--- src/design/pia_pkg.sv ---
`default_nettype none
package pia_pkg;

	localparam int INDEX_BITS = 32;
	localparam logic [31:0] INDEX_MASK = 32'((64'd1 << INDEX_BITS) - 64'd1);

	localparam int ADDR_BITS = 4;

	localparam logic [1:0] REG_TOPOLOGY     = 2'd0;
	localparam logic [1:0] REG_INDEX_SOURCE = 2'd1;
	localparam logic [1:0] REG_INDEX_FORMAT = 2'd2;

	localparam logic [2:0] TOPO_POINTS     = 3'd0;
	localparam logic [2:0] TOPO_LINE_LIST  = 3'd1;
	localparam logic [2:0] TOPO_LINE_STRIP = 3'd2;
	localparam logic [2:0] TOPO_TRI_LIST   = 3'd3;
	localparam logic [2:0] TOPO_TRI_STRIP  = 3'd4;
	localparam logic [2:0] TOPO_TRI_FAN    = 3'd5;

	localparam logic SRC_INPUT  = 1'b0;
	localparam logic SRC_LINEAR = 1'b1;

	localparam logic FMT_16 = 1'b0;
	localparam logic FMT_32 = 1'b1;

	typedef struct packed {
		logic [2:0] topology;
		logic       index_source;
		logic       index_format;
	} cfg_t;

	typedef struct packed {
		logic        emit;
		logic [31:0] corner_a;
		logic [31:0] corner_b;
		logic [31:0] corner_c;
	} prim_t;

endpackage
`default_nettype wire

--- src/design/pia_if.sv ---
`default_nettype none
interface pia_vtx_if;
	logic        valid;
	logic        ready;
	logic [31:0] vertex_index;
	logic        draw_start;

	modport source (output valid, output vertex_index, output draw_start, input ready);
	modport sink (input valid, input vertex_index, input draw_start, output ready);
endinterface

interface pia_prim_if;
	logic        valid;
	logic        ready;
	logic [31:0] corner_a;
	logic [31:0] corner_b;
	logic [31:0] corner_c;

	modport source (output valid, output corner_a, output corner_b, output corner_c,
		input ready);
	modport sink (input valid, input corner_a, input corner_b, input corner_c,
		output ready);
endinterface
`default_nettype wire

--- src/design/pia_regs.sv ---
`default_nettype none
module pia_regs
	import pia_pkg::*;
(
	input  wire logic                 clk,
	input  wire logic                 arst_n,
	input  wire logic                 psel,
	input  wire logic                 penable,
	input  wire logic                 pwrite,
	input  wire logic [ADDR_BITS-1:0] paddr,
	input  wire logic [31:0]          pwdata,
	output logic      [31:0]          prdata,
	output logic                      pready,
	output cfg_t                      cfg
);

	cfg_t cfg_q;
	logic wr_en;

	assign pready = 1'b1;
	assign wr_en  = psel && penable && pwrite && pready;
	assign cfg    = cfg_q;

	always_ff @(posedge clk or negedge arst_n) begin
		if (!arst_n) begin
			cfg_q.topology     <= TOPO_TRI_LIST;
			cfg_q.index_source <= SRC_INPUT;
			cfg_q.index_format <= FMT_32;
		end else if (wr_en) begin
			case (paddr[3:2])
				REG_TOPOLOGY:     cfg_q.topology     <= pwdata[2:0];
				REG_INDEX_SOURCE: cfg_q.index_source <= pwdata[0];
				REG_INDEX_FORMAT: cfg_q.index_format <= pwdata[0];
				default: ;
			endcase
		end
	end

	always_comb begin
		case (paddr[3:2])
			REG_TOPOLOGY:     prdata = {29'd0, cfg_q.topology};
			REG_INDEX_SOURCE: prdata = {31'd0, cfg_q.index_source};
			REG_INDEX_FORMAT: prdata = {31'd0, cfg_q.index_format};
			default:          prdata = 32'd0;
		endcase
	end

endmodule
`default_nettype wire

--- src/design/pia_asm.sv ---
`default_nettype none
module pia_asm
	import pia_pkg::*;
(
	input  wire logic        clk,
	input  wire logic        arst_n,
	input  wire logic        step,
	input  wire logic [31:0] vertex_index,
	input  wire logic        draw_start,
	input  wire cfg_t        cfg,
	output prim_t            prim
);

	logic [31:0] fan_anchor_q, older_q, newer_q, counter_q;
	logic [1:0]  phase_q;
	logic        parity_q;

	logic [31:0] fan_anchor_d, older_d, newer_d;
	logic [1:0]  phase_d, phase_e;
	logic        parity_d, parity_e;
	logic [31:0] counter_e, v_raw, v;

	assign phase_e   = draw_start ? 2'd0 : phase_q;
	assign parity_e  = draw_start ? 1'b0 : parity_q;
	assign counter_e = draw_start ? 32'd0 : counter_q;
	assign v_raw     = (cfg.index_format == FMT_16) ? {16'd0, vertex_index[15:0]} : vertex_index;
	assign v         = ((cfg.index_source == SRC_LINEAR) ? counter_e : v_raw) & INDEX_MASK;

	always_comb begin
		fan_anchor_d = fan_anchor_q;
		older_d      = older_q;
		newer_d      = newer_q;
		phase_d      = phase_e;
		parity_d     = parity_e;
		prim         = '{emit: 1'b0, corner_a: v, corner_b: v, corner_c: v};
		case (cfg.topology)
			TOPO_POINTS: begin
				prim.emit = 1'b1;
			end
			TOPO_LINE_LIST: begin
				if (phase_e == 2'd0) begin
					older_d = v;
					phase_d = 2'd1;
				end else begin
					prim.emit     = 1'b1;
					prim.corner_a = older_q;
					phase_d       = 2'd0;
				end
			end
			TOPO_LINE_STRIP: begin
				if (phase_e != 2'd0) begin
					prim.emit     = 1'b1;
					prim.corner_a = newer_q;
				end else begin
					phase_d = 2'd1;
				end
				newer_d = v;
			end
			TOPO_TRI_LIST: begin
				if (phase_e == 2'd0) begin
					older_d = v;
					phase_d = 2'd1;
				end else if (phase_e == 2'd1) begin
					newer_d = v;
					phase_d = 2'd2;
				end else begin
					prim.emit     = 1'b1;
					prim.corner_a = older_q;
					prim.corner_b = newer_q;
					phase_d       = 2'd0;
				end
			end
			TOPO_TRI_STRIP: begin
				if (phase_e >= 2'd2) begin
					prim.emit     = 1'b1;
					prim.corner_a = older_q;
					if (parity_e) begin
						prim.corner_c = newer_q;
					end else begin
						prim.corner_b = newer_q;
					end
					parity_d = ~parity_e;
				end else begin
					phase_d = phase_e + 2'd1;
				end
				older_d = newer_q;
				newer_d = v;
			end
			TOPO_TRI_FAN: begin
				if (phase_e == 2'd0) begin
					fan_anchor_d = v;
					phase_d      = 2'd1;
				end else if (phase_e == 2'd1) begin
					newer_d = v;
					phase_d = 2'd2;
				end else begin
					prim.emit     = 1'b1;
					prim.corner_a = newer_q;
					prim.corner_c = fan_anchor_q;
					newer_d       = v;
				end
			end
			default: ;
		endcase
	end

	always_ff @(posedge clk or negedge arst_n) begin
		if (!arst_n) begin
			fan_anchor_q <= 32'd0;
			older_q      <= 32'd0;
			newer_q      <= 32'd0;
			phase_q      <= 2'd0;
			parity_q     <= 1'b0;
			counter_q    <= 32'd0;
		end else if (step) begin
			fan_anchor_q <= fan_anchor_d;
			older_q      <= older_d;
			newer_q      <= newer_d;
			phase_q      <= phase_d;
			parity_q     <= parity_d;
			counter_q    <= counter_e + 32'd1;
		end
	end

endmodule
`default_nettype wire

--- src/design/primitive_index_assembler_unit.sv ---
// Channel   Dir  Payload                            Transfer
// vtx       in   vertex_index[31:0], draw_start     vtx.valid && vtx.ready
// prim      out  corner_a/b/c[31:0]                 prim.valid && prim.ready
// cfg       in   APB, regs at 0x0, 0x4, 0x8         psel && penable && pwrite
//
// One vertex per cycle sustained unless the result stalls; the vertex that
// completes a primitive passes the input, then the result register.
// The assembly state advances as a vertex leaves the input register.
// arst_n clears the assembly history, the linear counter and both valid bits.
// A stalled result holds the input register; vtx.ready drops only then.
`default_nettype none
module primitive_index_assembler_unit
	import pia_pkg::*;
(
	input  wire logic                 clk,
	input  wire logic                 arst_n,
	input  wire logic                 psel,
	input  wire logic                 penable,
	input  wire logic                 pwrite,
	input  wire logic [ADDR_BITS-1:0] paddr,
	input  wire logic [31:0]          pwdata,
	output logic      [31:0]          prdata,
	output logic                      pready,
	pia_vtx_if.sink                   vtx,
	pia_prim_if.source                prim
);

	cfg_t  cfg;
	prim_t res;

	logic        valid_s1;
	logic [31:0] vertex_index_s1;
	logic        draw_start_s1;
	logic        valid_s2;
	logic [31:0] corner_a_s2, corner_b_s2, corner_c_s2;
	logic        adv_s1, step;

	pia_regs u_regs (
		.clk     (clk),
		.arst_n  (arst_n),
		.psel    (psel),
		.penable (penable),
		.pwrite  (pwrite),
		.paddr   (paddr),
		.pwdata  (pwdata),
		.prdata  (prdata),
		.pready  (pready),
		.cfg     (cfg)
	);

	assign adv_s1    = !valid_s2 || prim.ready;
	assign step      = valid_s1 && adv_s1;
	assign vtx.ready = !valid_s1 || adv_s1;

	pia_asm u_asm (
		.clk          (clk),
		.arst_n       (arst_n),
		.step         (step),
		.vertex_index (vertex_index_s1),
		.draw_start   (draw_start_s1),
		.cfg          (cfg),
		.prim         (res)
	);

	always_ff @(posedge clk or negedge arst_n) begin
		if (!arst_n) begin
			valid_s1 <= 1'b0;
		end else if (vtx.ready) begin
			valid_s1 <= vtx.valid;
		end
	end

	always_ff @(posedge clk) begin
		if (vtx.ready && vtx.valid) begin
			vertex_index_s1 <= vtx.vertex_index;
			draw_start_s1   <= vtx.draw_start;
		end
	end

	always_ff @(posedge clk or negedge arst_n) begin
		if (!arst_n) begin
			valid_s2 <= 1'b0;
		end else if (adv_s1) begin
			valid_s2 <= valid_s1 && res.emit;
		end
	end

	always_ff @(posedge clk) begin
		if (step && res.emit) begin
			corner_a_s2 <= res.corner_a;
			corner_b_s2 <= res.corner_b;
			corner_c_s2 <= res.corner_c;
		end
	end

	assign prim.valid    = valid_s2;
	assign prim.corner_a = corner_a_s2;
	assign prim.corner_b = corner_b_s2;
	assign prim.corner_c = corner_c_s2;

endmodule
`default_nettype wire

--- src/flat_wrapper.sv ---
// flat-port wrapper written by rule: the top's interface ports become plain ports
module primitive_index_assembler_unit_flat import pia_pkg::*;
  (clk, arst_n, psel, penable, pwrite, paddr, pwdata, prdata, pready, vtx_valid, vtx_vertex_index, vtx_draw_start, vtx_ready, prim_valid, prim_corner_a, prim_corner_b, prim_corner_c, prim_ready);
  pia_vtx_if vtx_i ();
  pia_prim_if prim_i ();
  input  wire logic clk;
  input  wire logic arst_n;
  input  wire logic psel;
  input  wire logic penable;
  input  wire logic pwrite;
  input  wire logic [ADDR_BITS-1:0] paddr;
  input  wire logic [31:0] pwdata;
  output logic      [31:0] prdata;
  output logic pready;
  input wire logic [$bits(vtx_i.valid)-1:0] vtx_valid;
  input wire logic [$bits(vtx_i.vertex_index)-1:0] vtx_vertex_index;
  input wire logic [$bits(vtx_i.draw_start)-1:0] vtx_draw_start;
  output wire logic [$bits(vtx_i.ready)-1:0] vtx_ready;
  output wire logic [$bits(prim_i.valid)-1:0] prim_valid;
  output wire logic [$bits(prim_i.corner_a)-1:0] prim_corner_a;
  output wire logic [$bits(prim_i.corner_b)-1:0] prim_corner_b;
  output wire logic [$bits(prim_i.corner_c)-1:0] prim_corner_c;
  input wire logic [$bits(prim_i.ready)-1:0] prim_ready;
  assign vtx_i.valid = vtx_valid;
  assign vtx_i.vertex_index = vtx_vertex_index;
  assign vtx_i.draw_start = vtx_draw_start;
  assign vtx_ready = vtx_i.ready;
  assign prim_valid = prim_i.valid;
  assign prim_corner_a = prim_i.corner_a;
  assign prim_corner_b = prim_i.corner_b;
  assign prim_corner_c = prim_i.corner_c;
  assign prim_i.ready = prim_ready;
  primitive_index_assembler_unit u_core (.clk(clk), .arst_n(arst_n), .psel(psel), .penable(penable), .pwrite(pwrite), .paddr(paddr), .pwdata(pwdata), .prdata(prdata), .pready(pready), .vtx(vtx_i), .prim(prim_i));
endmodule
--- config.mk ---
export PLATFORM = sky130hd
export DESIGN_NAME = primitive_index_assembler_unit_flat
export DESIGN_NICKNAME = d
export VERILOG_FILES = /design/src/design/pia_pkg.sv /design/src/design/pia_if.sv /design/src/design/pia_regs.sv /design/src/design/pia_asm.sv /design/src/design/primitive_index_assembler_unit.sv /design/src/flat_wrapper.sv
export SDC_FILE = /design/constraint.sdc
export NUM_CORES = 1
export LEC_CHECK = 0
export BUFFER_PORTS_ARGS = -buffer_cell sky130_fd_sc_hd__buf_4
export CAP_MARGIN = 30
export CORE_MARGIN = 2
export CORE_UTILIZATION = 59
export CTS_BUF_LIST = sky130_fd_sc_hd__clkbuf_8
export CTS_CLUSTER_DIAMETER = 150
export DETAILED_ROUTE_END_ITERATION = 6
export GPL_TIMING_DRIVEN = 0
export HOLD_SLACK_MARGIN = 0.02
export PLACE_DENSITY = 0.81
export SETUP_SLACK_MARGIN = 0.1
export SYNTH_ARGS = -nofsm -noshare
export SYNTH_HDL_FRONTEND = slang
export SYNTH_HIERARCHICAL = 1
export SYNTH_SLANG_ARGS = --single-unit
--- constraint.sdc ---
create_clock -name clk -period 8.15 [get_ports clk]
set_input_delay 1.63 -clock clk [delete_from_list [all_inputs] [get_ports clk]]
set_output_delay 1.63 -clock clk [all_outputs]
set_load 0.03 [all_outputs]
* After elaboration in Yosys (flattened, before gate mapping)
Cells that the tools add are included.
Cells by class: add/subtract/negate cells 2, $mul 0, divide/modulo/power cells 0, magnitude comparators 1, eq/ne operators 12, shift-type cells 0, muxes and demuxes 37, bitwise logic cells 1, reductions and logical operators 24
Operator list (count):
- 32-bit 2-to-1 mux | 11
- 32-bit case mux with 2 select lines | 3
- 32-bit case mux with 5 select lines | 1
- 33-bit 2-to-1 mux | 4
- 65-bit 2-to-1 mux | 2
- 97-bit 2-to-1 mux | 1
- 32-bit case mux with 3 select lines | 1
- 32-bit by 1-bit adder with 32-bit output (second input constant) | 1
- 2-bit 2-to-1 mux | 7
- 2-bit case mux with 5 select lines | 1
- 3-bit case mux with 3 select lines | 1
- 3-bit by 2-bit equality test with 1-bit output (second input constant) | 2
- 3-bit equality test (second input constant) | 2
- 1-bit logical AND | 6
- 2-bit inequality test (second input constant) | 3
- 1-bit case mux with 6 select lines | 1
- 2-bit AND reduction | 3
- 3-bit AND reduction | 2
- 5-bit AND reduction | 1
- 2-bit by 1-bit equality test with 1-bit output (second input constant) | 2
- 2-bit logical NOT | 2
- 1-bit 2-to-1 mux | 4
- 2-bit nonzero test | 2
- 2-bit OR reduction | 2
- other kinds (10) | 12
Storage, ports and cells: bits in registers 267, bits in latches 0, memory bits (writable) 0, bits in read-only memories 0, bits of input ports 76, output and inout bits 131, memories 0

* Logic depth before layout (Yosys ltp)
depth in word-level cells 6, depth in mapped cells 13

* Cells and area by module
Netlist, hierarchy kept.
Modules (own cells, without submodules):
- pia_asm | times used 1, cells each 1089, area each 8434.3 µm², seq. area each 3278.1 µm²
- primitive_index_assembler_unit | times used 1, cells each 139, area each 3985.1 µm², seq. area each 3923.8 µm²
- pia_regs | times used 1, cells each 52, area each 504.2 µm², seq. area each 128.9 µm²

* Worst setup path after synthesis
No wires, ideal clock.
path type register -> register, from register u_core.draw_start_s1, to register u_core.corner_a_s2[0], in the netlist u_core/prim.corner_a[0], enable pin, arrival time 6087 ps, required time 7587 ps, setup slack 1500 ps, stages on the path, launching flop included 12, cell sequence edfxtp_1 buf_2 buf_2 nor2b_1 inv_1 ha_1 clkbuf_1 nor2b_1 a21oi_1 o211a_1 nand2_1 nor2b_1
RTL lines:
- start, declared | RTL line primitive_index_assembler_unit.sv:33 | logic draw_start_s1;
- start signal, assigned | RTL line primitive_index_assembler_unit.sv:76 | draw_start_s1 <= vtx.draw_start;
- end signal, assigned | RTL line primitive_index_assembler_unit.sv:90 | corner_a_s2 <= res.corner_a;
- end, declared | RTL line primitive_index_assembler_unit.sv:35 | logic [31:0] corner_a_s2, corner_b_s2, corner_c_s2;

==> summary.txt <==
Post-synth ARST share -> 0.517
final cell count without fillers -> 1816
max_cap viols -> 0
leading area contributor after synthesis -> edfxtp_1
Critical Path AT -> 4300 ps
HP Start -> u_core/u_asm/older_q[22]
commonest non-fill, non-tap cells in the layout -> buf_4 (177), nor2_1 (159), a21oi_1 (154)
register area -> 0.00733 mm^2
Clock Latency Late Sink -> 560 ps
# DRC -> 0
router iterations before antenna repair -> 6
total power -> 5.05 mW
Via Count -> 11294
gpl congestion -> 0.970
Slew Viols, Final -> 0
# setup viols final -> 0
Post-synth EDFFs -> 129
Sink Count -> 267
Core ar. -> 0.0217 mm^2
total gr overflow -> 0
hold depth -> 2
crit path kind -> reg2reg
clock skew -> 26.5 ps
placed instance count -> 1736
Tcrit/Tclk final -> 0.488
RSZ-0062 raised after global routing -> false
leading register cell type out of synthesis -> dfrtp_1
routed vias/inst -> 6.22
pwr dens -> 328 mW/mm^2
area share of the largest cell type after synthesis -> 0.300
Hold Crit Endpoint -> u_core/u_asm/older_q[22]
post-synthesis cell type count -> 66
GR met2 Demand/Resource -> 0.497
layout cells sized above 1 -> 0.185
dpl ws -> 4290 ps
Cells after Synth -> 1280
first-pass GRT wire length -> 58.7 mm
pin count of the biggest net entering global routing -> 99
TNS Setup -> 0 ps
Post-DRT Antenna Nets -> 0
post-route cell area -> 0.0154 mm^2
# nets final -> 1583
DRC violation total after the first TritonRoute iteration -> 1498
Std-Cell Rows -> 54
htree depth -> 2
met1 usage -> 0.427
Crit. End Element -> register
Final WS setup -> 4170 ps
relative slew slack -> 0.236
worst r2r dst -> u_core/prim.corner_a[30]
most common cell after layout, fill and taps aside -> buf_4
routed len/inst -> 21.0 um
# hold bufs at CTS -> 0
hold slack -> 482 ps
Ys Warns -> 6
GRT Max-Usage Layer -> met2
PortBufs -> 145
Synth area leaders -> edfxtp_1 (30%), dfrtp_1 (26%), a21oi_1 (6.0%)
CP Data Required Time -> 8470 ps
initial antenna violation count -> 0
Fin. Hold Viols -> 0
final WL -> 38.1 mm
worst-margin pin slew -> 1110 ps
chip width -> 152 um
min cycle time layout -> 3980 ps
Synth Cell Area -> 0.0129 mm^2
reg-to-reg startpoint -> u_core/draw_start_s1
GRT Overall Usage -> 0.323
CTS Root Cell -> clkbuf_8
total leakage power -> 6.24 nW
Hold Path Class -> reg2reg
placed cell area -> 0.0145 mm^2
CTS max path bufs -> 3
Clock transition at path regs -> 60 ps
Post-CTS Resized -> 0
Layout area overhead -> 19.1%
total CTS buffers -> 43
footprint of the multi-input gates -> 0.00503 mm^2
Layout fillers -> 1645
die area -> 0.0231 mm^2
Seq/Total Area, Yosys -> 0.567
top fanout value on the critical path -> 10
met3 Use GR -> 0.0819
worst setup path start -> u_core/draw_start_s1
Mapped Avg Cell Area -> 10.1 um^2
fmax -> 251 MHz
hpwl dp -> 26.5 mm
R2R cell count -> 10
status -> finished, final reports clean
startpoint types -> register
Seq cells post-synth -> 267
I/O pin count -> 207
setup bufs post-CTS -> 0
Initial Util -> 0.596
Die Span Y -> 152 um
vias in the first global route -> 10835
ANT cells -> 0
Util after Layout -> 0.710
Worst R2R Setup Slack -> 4170 ps
Max VDD drop -> 0.210 mV
CTS tree -> yes
-- worst max-delay path: stages, from the launching register on --
cell and delay, ps:
edfxtp_1 490, buf_2 250, buf_2 210, nor2b_1 160, inv_1 100, ha_1 260, clkbuf_1 240, nor3_1 920
clkbuf_1 580, a21oi_1 150, a32oi_1 400
-- cells in the mapped netlist (5+ instances only) --
library cell,count
a211oi_1,43
a21o_1,7
a21oi_1,154
a221o_1,8
a22o_1,7
a22oi_1,42
and2_1,12
buf_2,15
buf_4,33
clkbuf_1,67
dfrtp_1,135
edfxtp_1,129
ha_1,6
inv_1,23
mux2_2,5
mux2i_1,5
nand2_1,123
nand2b_1,8
nand3_1,13
nor2_1,159
nor2b_1,24
nor3_1,15
o21ai_0,84
o21ai_1,7
o221ai_1,7
o22ai_1,55
xnor2_1,10
xor2_1,16
-- sequential cells by signal (all words and copies together) (netlist names) --
register,cells
u_core/draw_start_s1,1
u_core/prim.corner_a,32
u_core/prim.corner_b,32
u_core/prim.corner_c,32
u_core/prim.valid,1
u_core/u_asm/counter_q,32
u_core/u_asm/fan_anchor_q,32
u_core/u_asm/newer_q,32
u_core/u_asm/older_q,32
u_core/u_asm/parity_q,1
u_core/u_asm/phase_q,2
u_core/u_regs/cfg,5
u_core/valid_s1,1
u_core/vertex_index_s1,32
-- how the worst max path moves through the flow --
| stage | to | depth (start not counted) |
|---|---|---|
| after floorplan | u_core/prim.corner_a[0] | 11 |
| after global placement | u_core/prim.corner_a[22] | 11 |
| after detailed placement | u_core/prim.corner_b[22] | 13 |
| after CTS | u_core/prim.corner_b[13] | 13 |
| after global routing | u_core/prim.corner_b[22] | 13 |
| final | u_core/prim.corner_a[30] | 10 |
-- power by group --
group          leakage (nW)  switching [mW]  internal (mW)  total (mW)
clock network         0.471           0.534          0.613        1.15
logic                  2.82            1.17          0.570        1.74
registers              2.95           0.298           1.86        2.16
-- cell type report --
type                       count  share of cell area
tap                          280              0.0228
buffer                       117              0.0378
clock buffer                  45              0.0402
sequential                   267               0.476
inverter                      24             0.00585
timing repair buffer         148              0.0753
multi-input combinational    900               0.327
clock inverter                35              0.0150
-- cell families (layout without fill, tap and decap cells) --
logic type               after synthesis  count (layout)  synth area share
buffers and inverters                141             369            0.0520
flip-flops                           267             267             0.567
adder cells (fa/ha/maj)                6               6           0.00581
AND/OR/NAND/NOR                      394             394             0.141
XOR/XNOR                              26              26            0.0176
multiplexers                          13              13            0.0117
AO/OA/AOI/OAI                        431             431             0.204
other                                  2              30          0.000581
-- metal layers --
metal | vias up | routed length (um)
li1 | 5036 | -
met1 | 5261 | 13800
met2 | 832 | 17400
met3 | 165 | 4840
met4 | 0 | 2050
met5 | - | 0
Power figures use the tool's default switching activity.
